==> src/hw/rtl/srt_pkg.sv <==
// ----------------------------------------------------------------------------
// srt_pkg
// Shared constants for the stroke ribbon tessellator datapath.
// ----------------------------------------------------------------------------
package srt_pkg;

    // the larger normalized direction magnitude lies in [2^NORM_LO_BIT, 2^NORM_BITS)
    localparam int NORM_BITS   = 21;
    localparam int NORM_LO_BIT = 20;

    // accumulator for squares, root and division
    localparam int ACC_W       = 44;
    localparam int ROOT_W      = 22;
    localparam int ROOT_START  = 42;

endpackage

==> src/hw/rtl/srt_if.sv <==
// ----------------------------------------------------------------------------
// srt_point_if / srt_vert_if
// Valid/ready channels for pen points in and strip vertices out.
// ----------------------------------------------------------------------------
interface srt_point_if #(
    parameter int COORD_BITS = 24,
    parameter int WIDTH_BITS = 12
);
    logic                         valid;
    logic                         ready;
    logic signed [COORD_BITS-1:0] point_x;
    logic signed [COORD_BITS-1:0] point_y;
    logic        [WIDTH_BITS-1:0] point_width;
    logic                         stroke_end;

    modport source (output valid, point_x, point_y, point_width, stroke_end, input ready);
    modport sink   (input valid, point_x, point_y, point_width, stroke_end, output ready);
endinterface

interface srt_vert_if #(
    parameter int COORD_BITS = 24
);
    logic                         valid;
    logic                         ready;
    logic signed [COORD_BITS-1:0] vert_x;
    logic signed [COORD_BITS-1:0] vert_y;
    logic                         strip_done;
    logic                         run_last;

    modport source (output valid, vert_x, vert_y, strip_done, run_last, input ready);
    modport sink   (input valid, vert_x, vert_y, strip_done, run_last, output ready);
endinterface

==> src/hw/rtl/stroke_ribbon_tessellator.sv <==
// ----------------------------------------------------------------------------
// stroke_ribbon_tessellator
// Turns pen points into triangle-strip vertices of a variable width ribbon.
// ----------------------------------------------------------------------------
// One point is taken per transaction; its two vertices come out when the next
// point arrives, a final point flushes four vertices, and a lone final point
// gives a four-vertex square. All arithmetic runs through one shared 21x21
// multiplier, a one-bit-per-cycle square root and a restoring divider under a
// small sequencer, and the block is not ready while it works. A direction
// pair runs through the accept or hand-over step, the normalizing shifts and
// the step that ends them, two squares, the root steps, a multiply and divide
// pass for each axis and the two vertices, which wait on any output stall; a
// final point after others runs two pairs back to back, while a first point is
// only stored and a lone final point goes straight to its four vertices.
// ----------------------------------------------------------------------------
module stroke_ribbon_tessellator #(
    parameter int COORD_BITS = 24,
    parameter int WIDTH_BITS = 12
) (
    input  logic i_clk,
    input  logic i_rst_n,
    srt_point_if.sink   i_point,
    srt_vert_if.source  o_vert
);

    localparam int CB  = COORD_BITS;
    localparam int WB  = WIDTH_BITS;
    localparam int MB  = CB + 1;
    localparam int NB  = (MB > srt_pkg::NORM_BITS) ? MB : srt_pkg::NORM_BITS;
    localparam int AW  = srt_pkg::ACC_W;
    localparam int NRM = srt_pkg::NORM_BITS;
    localparam int SW  = ((CB > WB + 1) ? CB : WB + 1) + 2;
    localparam int CW  = (WB > 1) ? $clog2(WB) : 1;

    localparam logic signed [SW-1:0] SMAX = {{(SW-CB+1){1'b0}}, {(CB-1){1'b1}}};
    localparam logic signed [SW-1:0] SMIN = {{(SW-CB+1){1'b1}}, {(CB-1){1'b0}}};

    typedef enum logic [3:0] {
        S_IDLE, S_NORM, S_SQA, S_SQB, S_ROOT, S_MULY, S_DIVX, S_MULX, S_DIVY, S_EMIT
    } t_state;

    t_state r_state;

    logic signed [CB-1:0] r_bx, r_by, r_hx, r_hy, r_cx, r_cy;
    logic        [WB-1:0] r_hw, r_cw, r_ox, r_quo;
    logic        [1:0]    r_seen, r_vi;
    logic        [NB-1:0] r_ax, r_ay;
    logic                 r_negx, r_negy, r_done, r_last, r_second, r_sq;
    logic        [AW-1:0] r_acc, r_rem, r_root, r_bit, r_den;
    logic        [CW-1:0] r_cnt;
    logic signed [WB:0]   r_ux, r_uy;

    logic                 r_ov, r_odone, r_olast;
    logic signed [CB-1:0] r_oxv, r_oyv;

    // direction setup
    logic signed [CB-1:0] j_ax, j_ay, j_bx, j_by;
    logic signed [MB-1:0] j_dx, j_dy;
    logic        [MB-1:0] j_mx, j_my;
    logic                 j_nx, j_ny, j_zero;

    always_comb begin
        if (r_state == S_IDLE) begin
            j_ax = i_point.point_x;
            j_ay = i_point.point_y;
            j_bx = (r_seen == 2'd1) ? r_hx : r_bx;
            j_by = (r_seen == 2'd1) ? r_hy : r_by;
        end else begin
            j_ax = r_hx;
            j_ay = r_hy;
            j_bx = r_bx;
            j_by = r_by;
        end
        j_dx   = MB'(j_ax) - MB'(j_bx);
        j_dy   = MB'(j_ay) - MB'(j_by);
        j_nx   = j_dx[MB-1];
        j_ny   = j_dy[MB-1];
        j_mx   = j_nx ? MB'(-j_dx) : MB'(j_dx);
        j_my   = j_ny ? MB'(-j_dy) : MB'(j_dy);
        j_zero = (j_dx == '0) && (j_dy == '0);
    end

    // shared datapath
    logic [NB-1:0]      m_max;
    logic               m_big, m_small;
    logic [NRM-1:0]     mul_a, mul_b;
    logic [2*NRM-1:0]   mul_p;
    logic [AW-1:0]      len, rt_t, acc_ge_sum;
    logic               div_ge;

    always_comb begin
        m_max   = (r_ax > r_ay) ? r_ax : r_ay;
        m_big   = ((NB+1)'(m_max) >= (NB+1)'(2**NRM));
        m_small = (m_max < NB'(2**srt_pkg::NORM_LO_BIT));
        case (r_state)
            S_SQA:   begin mul_a = r_ax[NRM-1:0]; mul_b = r_ax[NRM-1:0]; end
            S_SQB:   begin mul_a = r_ay[NRM-1:0]; mul_b = r_ay[NRM-1:0]; end
            S_MULY:  begin mul_a = r_ay[NRM-1:0]; mul_b = NRM'(r_cw); end
            default: begin mul_a = r_ax[NRM-1:0]; mul_b = NRM'(r_cw); end
        endcase
        mul_p      = mul_a * mul_b;
        len        = AW'(r_root[srt_pkg::ROOT_W-1:0]);
        rt_t       = r_root + r_bit;
        acc_ge_sum = AW'(mul_p) + len;
        div_ge     = (r_acc >= r_den);
    end

    // vertex output
    logic                 e_nx, e_ny, e_fin;
    logic signed [SW-1:0] e_sx, e_sy, e_ux, e_uy;
    logic signed [CB-1:0] e_vx, e_vy;
    logic                 out_free;

    always_comb begin
        e_nx  = r_sq ? !r_vi[0] : r_vi[0];
        e_ny  = r_sq ? !r_vi[1] : r_vi[0];
        e_fin = r_sq ? (r_vi == 2'd3) : r_vi[0];
        e_ux  = SW'(r_ux);
        e_uy  = SW'(r_uy);
        e_sx  = SW'(r_cx) + (e_nx ? -e_ux : e_ux);
        e_sy  = SW'(r_cy) + (e_ny ? -e_uy : e_uy);
        e_vx  = (e_sx > SMAX) ? SMAX[CB-1:0] : ((e_sx < SMIN) ? SMIN[CB-1:0] : e_sx[CB-1:0]);
        e_vy  = (e_sy > SMAX) ? SMAX[CB-1:0] : ((e_sy < SMIN) ? SMIN[CB-1:0] : e_sy[CB-1:0]);
        out_free = !r_ov || o_vert.ready;
    end

    assign i_point.ready     = (r_state == S_IDLE);
    assign o_vert.valid      = r_ov;
    assign o_vert.vert_x     = r_oxv;
    assign o_vert.vert_y     = r_oyv;
    assign o_vert.strip_done = r_odone;
    assign o_vert.run_last   = r_olast;

    always_ff @(posedge i_clk) begin
        if (!i_rst_n) begin
            r_state <= S_IDLE;
            r_seen  <= 2'd0;
            r_bx    <= '0;
            r_by    <= '0;
            r_hx    <= '0;
            r_hy    <= '0;
            r_hw    <= '0;
            r_ov    <= 1'b0;
        end else begin
            if (o_vert.ready && !((r_state == S_EMIT) && out_free)) begin
                r_ov <= 1'b0;
            end
            case (r_state)
                S_IDLE: begin
                    if (i_point.valid) begin
                        if (r_seen == 2'd0) begin
                            if (i_point.stroke_end) begin
                                r_cx    <= i_point.point_x;
                                r_cy    <= i_point.point_y;
                                r_ux    <= (WB+1)'(({1'b0, i_point.point_width} + 1'b1) >> 1);
                                r_uy    <= (WB+1)'(({1'b0, i_point.point_width} + 1'b1) >> 1);
                                r_sq    <= 1'b1;
                                r_vi    <= 2'd0;
                                r_state <= S_EMIT;
                            end else begin
                                r_hx   <= i_point.point_x;
                                r_hy   <= i_point.point_y;
                                r_hw   <= i_point.point_width;
                                r_seen <= 2'd1;
                            end
                        end else begin
                            r_cx     <= r_hx;
                            r_cy     <= r_hy;
                            r_cw     <= r_hw;
                            r_ax     <= j_zero ? NB'(1) : NB'(j_mx);
                            r_ay     <= NB'(j_my);
                            r_negx   <= j_nx && !j_zero;
                            r_negy   <= j_ny && !j_zero;
                            r_done   <= 1'b0;
                            r_last   <= !i_point.stroke_end;
                            r_second <= i_point.stroke_end;
                            r_sq     <= 1'b0;
                            r_bx     <= r_hx;
                            r_by     <= r_hy;
                            r_hx     <= i_point.point_x;
                            r_hy     <= i_point.point_y;
                            r_hw     <= i_point.point_width;
                            r_seen   <= i_point.stroke_end ? 2'd0 : 2'd2;
                            r_state  <= S_NORM;
                        end
                    end
                end
                S_NORM: begin
                    if (m_big) begin
                        r_ax <= r_ax >> 1;
                        r_ay <= r_ay >> 1;
                    end else if (m_small) begin
                        r_ax <= r_ax << 1;
                        r_ay <= r_ay << 1;
                    end else begin
                        r_state <= S_SQA;
                    end
                end
                S_SQA: begin
                    r_acc   <= AW'(mul_p);
                    r_state <= S_SQB;
                end
                S_SQB: begin
                    r_rem   <= r_acc + AW'(mul_p);
                    r_root  <= '0;
                    r_bit   <= AW'(1) << srt_pkg::ROOT_START;
                    r_state <= S_ROOT;
                end
                S_ROOT: begin
                    if (r_rem >= rt_t) begin
                        r_rem  <= r_rem - rt_t;
                        r_root <= (r_root >> 1) + r_bit;
                    end else begin
                        r_root <= r_root >> 1;
                    end
                    r_bit <= r_bit >> 2;
                    if (r_bit[0]) begin
                        r_state <= S_MULY;
                    end
                end
                S_MULY, S_MULX: begin
                    r_acc   <= acc_ge_sum;
                    r_den   <= AW'({len, 1'b0}) << (WB - 1);
                    r_cnt   <= CW'(WB - 1);
                    r_quo   <= '0;
                    r_state <= (r_state == S_MULY) ? S_DIVX : S_DIVY;
                end
                S_DIVX, S_DIVY: begin
                    if (div_ge) begin
                        r_acc <= r_acc - r_den;
                    end
                    r_quo <= {r_quo[WB-2:0], div_ge};
                    r_den <= r_den >> 1;
                    r_cnt <= r_cnt - 1'b1;
                    if (r_cnt == '0) begin
                        if (r_state == S_DIVX) begin
                            r_ox    <= {r_quo[WB-2:0], div_ge};
                            r_state <= S_MULX;
                        end else begin
                            r_ux    <= r_negy ? $signed({1'b0, r_ox}) : -$signed({1'b0, r_ox});
                            r_uy    <= r_negx ? -$signed({1'b0, r_quo[WB-2:0], div_ge})
                                              : $signed({1'b0, r_quo[WB-2:0], div_ge});
                            r_vi    <= 2'd0;
                            r_state <= S_EMIT;
                        end
                    end
                end
                S_EMIT: begin
                    if (out_free) begin
                        r_ov    <= 1'b1;
                        r_oxv   <= e_vx;
                        r_oyv   <= e_vy;
                        r_odone <= e_fin && (r_sq || r_done);
                        r_olast <= e_fin && (r_sq || r_last);
                        r_vi    <= r_vi + 1'b1;
                        if (e_fin) begin
                            if (!r_sq && r_second) begin
                                r_cx     <= r_hx;
                                r_cy     <= r_hy;
                                r_cw     <= r_hw;
                                r_ax     <= j_zero ? NB'(1) : NB'(j_mx);
                                r_ay     <= NB'(j_my);
                                r_negx   <= j_nx && !j_zero;
                                r_negy   <= j_ny && !j_zero;
                                r_done   <= 1'b1;
                                r_last   <= 1'b1;
                                r_second <= 1'b0;
                                r_state  <= S_NORM;
                            end else begin
                                r_state <= S_IDLE;
                            end
                        end
                    end
                end
                default: r_state <= S_IDLE;
            endcase
        end
    end

endmodule
==> src/flat_wrapper.sv <==
// flat-port wrapper written by rule: the top's interface ports become plain ports
module stroke_ribbon_tessellator_flat 
#(
    parameter int COORD_BITS = 24,
    parameter int WIDTH_BITS = 12
)
  (i_clk, i_rst_n, i_point_valid, i_point_point_x, i_point_point_y, i_point_point_width, i_point_stroke_end, i_point_ready, o_vert_valid, o_vert_vert_x, o_vert_vert_y, o_vert_strip_done, o_vert_run_last, o_vert_ready);
  srt_point_if #(.COORD_BITS(COORD_BITS), .WIDTH_BITS(WIDTH_BITS)) i_point_i ();
  srt_vert_if #(.COORD_BITS(COORD_BITS)) o_vert_i ();
  input  logic i_clk;
  input  logic i_rst_n;
  input wire logic [$bits(i_point_i.valid)-1:0] i_point_valid;
  input wire logic [$bits(i_point_i.point_x)-1:0] i_point_point_x;
  input wire logic [$bits(i_point_i.point_y)-1:0] i_point_point_y;
  input wire logic [$bits(i_point_i.point_width)-1:0] i_point_point_width;
  input wire logic [$bits(i_point_i.stroke_end)-1:0] i_point_stroke_end;
  output wire logic [$bits(i_point_i.ready)-1:0] i_point_ready;
  output wire logic [$bits(o_vert_i.valid)-1:0] o_vert_valid;
  output wire logic [$bits(o_vert_i.vert_x)-1:0] o_vert_vert_x;
  output wire logic [$bits(o_vert_i.vert_y)-1:0] o_vert_vert_y;
  output wire logic [$bits(o_vert_i.strip_done)-1:0] o_vert_strip_done;
  output wire logic [$bits(o_vert_i.run_last)-1:0] o_vert_run_last;
  input wire logic [$bits(o_vert_i.ready)-1:0] o_vert_ready;
  assign i_point_i.valid = i_point_valid;
  assign i_point_i.point_x = i_point_point_x;
  assign i_point_i.point_y = i_point_point_y;
  assign i_point_i.point_width = i_point_point_width;
  assign i_point_i.stroke_end = i_point_stroke_end;
  assign i_point_ready = i_point_i.ready;
  assign o_vert_valid = o_vert_i.valid;
  assign o_vert_vert_x = o_vert_i.vert_x;
  assign o_vert_vert_y = o_vert_i.vert_y;
  assign o_vert_strip_done = o_vert_i.strip_done;
  assign o_vert_run_last = o_vert_i.run_last;
  assign o_vert_i.ready = o_vert_ready;
  stroke_ribbon_tessellator #(.COORD_BITS(COORD_BITS), .WIDTH_BITS(WIDTH_BITS)) u_core (.i_clk(i_clk), .i_rst_n(i_rst_n), .i_point(i_point_i), .o_vert(o_vert_i));
endmodule
==> config.mk <==
export PLATFORM = sky130hd
export DESIGN_NAME = stroke_ribbon_tessellator_flat
export DESIGN_NICKNAME = d
export VERILOG_FILES = /design/src/hw/rtl/srt_pkg.sv /design/src/hw/rtl/srt_if.sv /design/src/hw/rtl/stroke_ribbon_tessellator.sv /design/src/flat_wrapper.sv
export SDC_FILE = /design/constraint.sdc
export NUM_CORES = 2
export LEC_CHECK = 0
export BUFFER_PORTS_ARGS = -buffer_cell sky130_fd_sc_hd__buf_2
export CORE_MARGIN = 4
export CORE_UTILIZATION = 45
export DETAILED_ROUTE_END_ITERATION = 8
export SLEW_MARGIN = 20
export SYNTH_ARGS = -nofsm -noshare
export SYNTH_HDL_FRONTEND = slang
export SYNTH_SLANG_ARGS = --single-unit
==> constraint.sdc <==
create_clock -name i_clk -period 9.7 [get_ports i_clk]
set_clock_uncertainty 0.15 [all_clocks]
set_input_delay 1.94 -clock i_clk [delete_from_list [all_inputs] [get_ports i_clk]]
set_output_delay 1.94 -clock i_clk [all_outputs]
set_load 0.01 [all_outputs]
==> summary.txt <==
Critical path
  • Worst Path Required: between 9 and 10 ns
  • Critical Path AT: roughly 10 ns
  • Setup crit end kind: register
  • Kind of critical path: reg -> reg
  • CP startpoint kind: register
  • Critical path's top delay family: adder cells
  • Most common cell on crit path: fa_1
  • Peak per-stage delay on the critical path: between 0.5 and 0.6 ns
  • Crit Path Max Fanout: 5
  • Slowest cell on crit path: fa_1
  • Worst path bufs/invs: 14

Status
  • Status: completed

Drt
  • WL/cell: between 20 and 25 µm
  • Vias per inst: around 5.6
  • Via count: ~47,000
  • Number of remaining DRC errors: 0
  • Total wire length: approximately 170,000 µm
  • Drt pass-1 iters: 5
  • Drt first-iter violations: between 3,000 and 4,000
  • Post-route ant nets: 0

Die
  • Initial Utilization: 0.453
  • Row cnt: 128
  • Ports: about 120
  • Die Y: between 300 and 400 µm
  • Die area: 129,000 µm²
  • Core area: ~120,000 µm²
  • Die Wd: ~360 µm

Synthesis
  • Number of synthesized flops with an enable pin: 409
  • Top post-synthesis cells by count: nand2_1 (878), inv_1 (595), nor2_1 (578)
  • Post-synthesis net count: 7,228
  • Primary FF master, synth: edfxtp_1
  • Synth Cell Area: roughly 55,000 µm²
  • Top cells by area, synth: edfxtp_1 (22%), fa_1 (13%), ha_1 (11%), nand2_1 (6.0%), dfxtp_1 (4.2%)
  • Ys async rst share: 0
  • Post-synthesis cell type count: between 90 and 100
  • Syn Inst Count: between 6,000 and 7,000
  • Yosys top cell area share: 0.222
  • Mean post-synth cell area: 8.75 µm²
  • Most frequent cell after synthesis: nand2_1
  • Synthesis-stage register bit count: about 520
  • Sequential area share after synthesis: 0.264
  • Warnings, synthesis: 0
  • Area leader, netlist: edfxtp_1

STA
  • Crit path time final: around 9.6 ns
  • Fin Hold WS: approximately 0.28 ns
  • Final Cycle Share: 0.987
  • Max-slew violations: 0
  • Worst-Margin Slew: 1.09 ns
  • Relative slew slack: 0.272
  • Final count of negative-setup-slack endpoints: 0
  • Fmax: between 100 and 150 MHz
  • RSZ-0062 raised after global routing: true
  • Final hold vios: 0

Clock tree
  • CTS tree: done
  • Max Buffers Root-to-Sink: 3
  • Reg clk slew, reported paths: approximately 0.06 ns
  • Htree depth: 3
  • Worst skew pair latency: 0.65 ns
  • Root Buffer Master: clkbuf_16
  • CTS Hold Bufs: 0
  • Clk sinks: ~520
  • CTS Buf Count: 68

Hold path
  • Worst hold path class: reg -> reg

Global routing
  • Initial antenna violation count: 8
  • Leftover overflow at the end of global routing: 0
  • Global Route Usage Sum: 0.264
  • Pin count of the biggest net entering global routing: 93
  • First-pass GRT wire length: around 270,000 µm
  • Number of global-route vias before repair: 46,788

Flow run
  • Max Cap Viol: 0

Layout
  • Fin cells: ~8,500
  • Share of cells above drive strength 1: 0.162
  • Nets: around 7,700
  • Area growth, synth to finish: 17.0%

Place
  • Placed cells: slightly above 8,000
  • Port Buffers: between 100 and 150
  • Detailed Place HPWL: ~140,000 µm
  • Placer Congestion: around 0.95
## metrics by stage
stage / area [µm²] / utilization / setup WS (ns) / TNS [ns]
2_1_floorplan: 55400 / - / 0.0380 / 0
3_3_place_gp: 60800 / 0.498 / -0.738 / -5.92
3_5_place_dp: 60800 / 0.498 / -0.780 / -7.39
4_1_cts: 63400 / 0.520 / 0.00566 / 0
5_1_grt: 64700 / 0.530 / -0.175 / -2.04
6_report: 64700 / 0.531 / 0.126 / 0
## worst reg2reg max path: cells and delay by family (launching register included)
kind	cells	cell delay, ns
mux	1	0.30
buf+inv	14	1.39
simple gates	4	0.70
compound gates	13	2.10
fa+ha+maj	9	3.97
xor+xnor	3	0.39
flops	1	0.34
## kinds of logic (layout without fill, tap and decap cells)
logic type / count (synthesis) / in the layout / synth area share
AO/OA/AOI/OAI: 1485 / 1485 / 0.174
other: 0 / 4 / 0
XOR/XNOR: 419 / 419 / 0.0663
buffers and inverters: 841 / 1362 / 0.0582
AND/OR/NAND/NOR: 2025 / 2025 / 0.163
flip-flops: 524 / 524 / 0.264
multiplexers: 187 / 187 / 0.0359
adder cells (fa/ha/maj): 841 / 841 / 0.240
## final cells by class
type / instances / area [µm²]
Fill cell: 11476 / 57300
Multi-Input combinational cell: 4957 / 38800
Sequential cell: 524 / 14600
Timing Repair Buffer: 642 / 4810
Inverter: 597 / 2240
Tap cell: 1625 / 2030
Clock buffer: 93 / 1980
Clock inverter: 30 / 304
Antenna cell: 4 / 10.0
## worst paths after layout
kind | endpoint | cells after the start | slack [ns] | startpoint
hold reg to reg | u_core.r_cw[2] | 0 | 0.28 | u_core.r_hw[2]
setup / recovery | u_core.r_rem[39] | 44 | 0.13 | u_core.r_state[2]
setup reg to reg | u_core.r_rem[39] | 44 | 0.13 | u_core.r_state[2]
hold / removal | u_core.r_cw[2] | 0 | 0.28 | u_core.r_hw[2]
## sequential cells by signal (all words and copies together), names as in the netlist, 13 cells and up
register	count
u_core.r_uy	13
u_core.r_den	34
u_core.r_ay	25
u_core.r_rem	44
u_core.r_bit	22
u_core.r_hy	24
u_core.r_hx	24
u_core.o_vert.vert_y	24
u_core.o_vert.vert_x	24
u_core.r_cy	24
u_core.r_ax	25
u_core.r_bx	24
u_core.r_cx	24
u_core.r_root	44
u_core.r_by	24
u_core.r_ux	13
u_core.r_acc	44
## routing by layer
layer	track usage	up-vias	routed length, µm	share of wire
li1	-	22796	-	-
met1	0.345	23087	74700	0.43
met2	0.449	1171	82200	0.48
met3	0.0424	288	9290	0.054
met4	0.0817	6	5990	0.035
met5	0	-	47	0.00027
## placed cells by master (no fill, tap or decap), drive strengths merged, types with 191 or more instances in the layout
| cell | instances |
|---|---|
| fa | 366 |
| edfxtp | 409 |
| a21o | 191 |
| xor2 | 213 |
| o21ai | 335 |
| ha | 475 |
| a21oi | 367 |
| inv | 604 |
| buf | 642 |
| nor2 | 578 |
| nand2 | 879 |
| xnor2 | 206 |
## timing repair
item                                    CTS  global route
buffers inserted                         10            46
cloned                                    0             0
gates resized for setup                  57           188
pin swaps                                16           102
endpoints found under the setup margin   28            38
hold endpoints to repair                  0             0
Power is left out: the tool's default activity adds up to more than one toggle a clock period on the data nets, which glitch-free logic cannot reach.
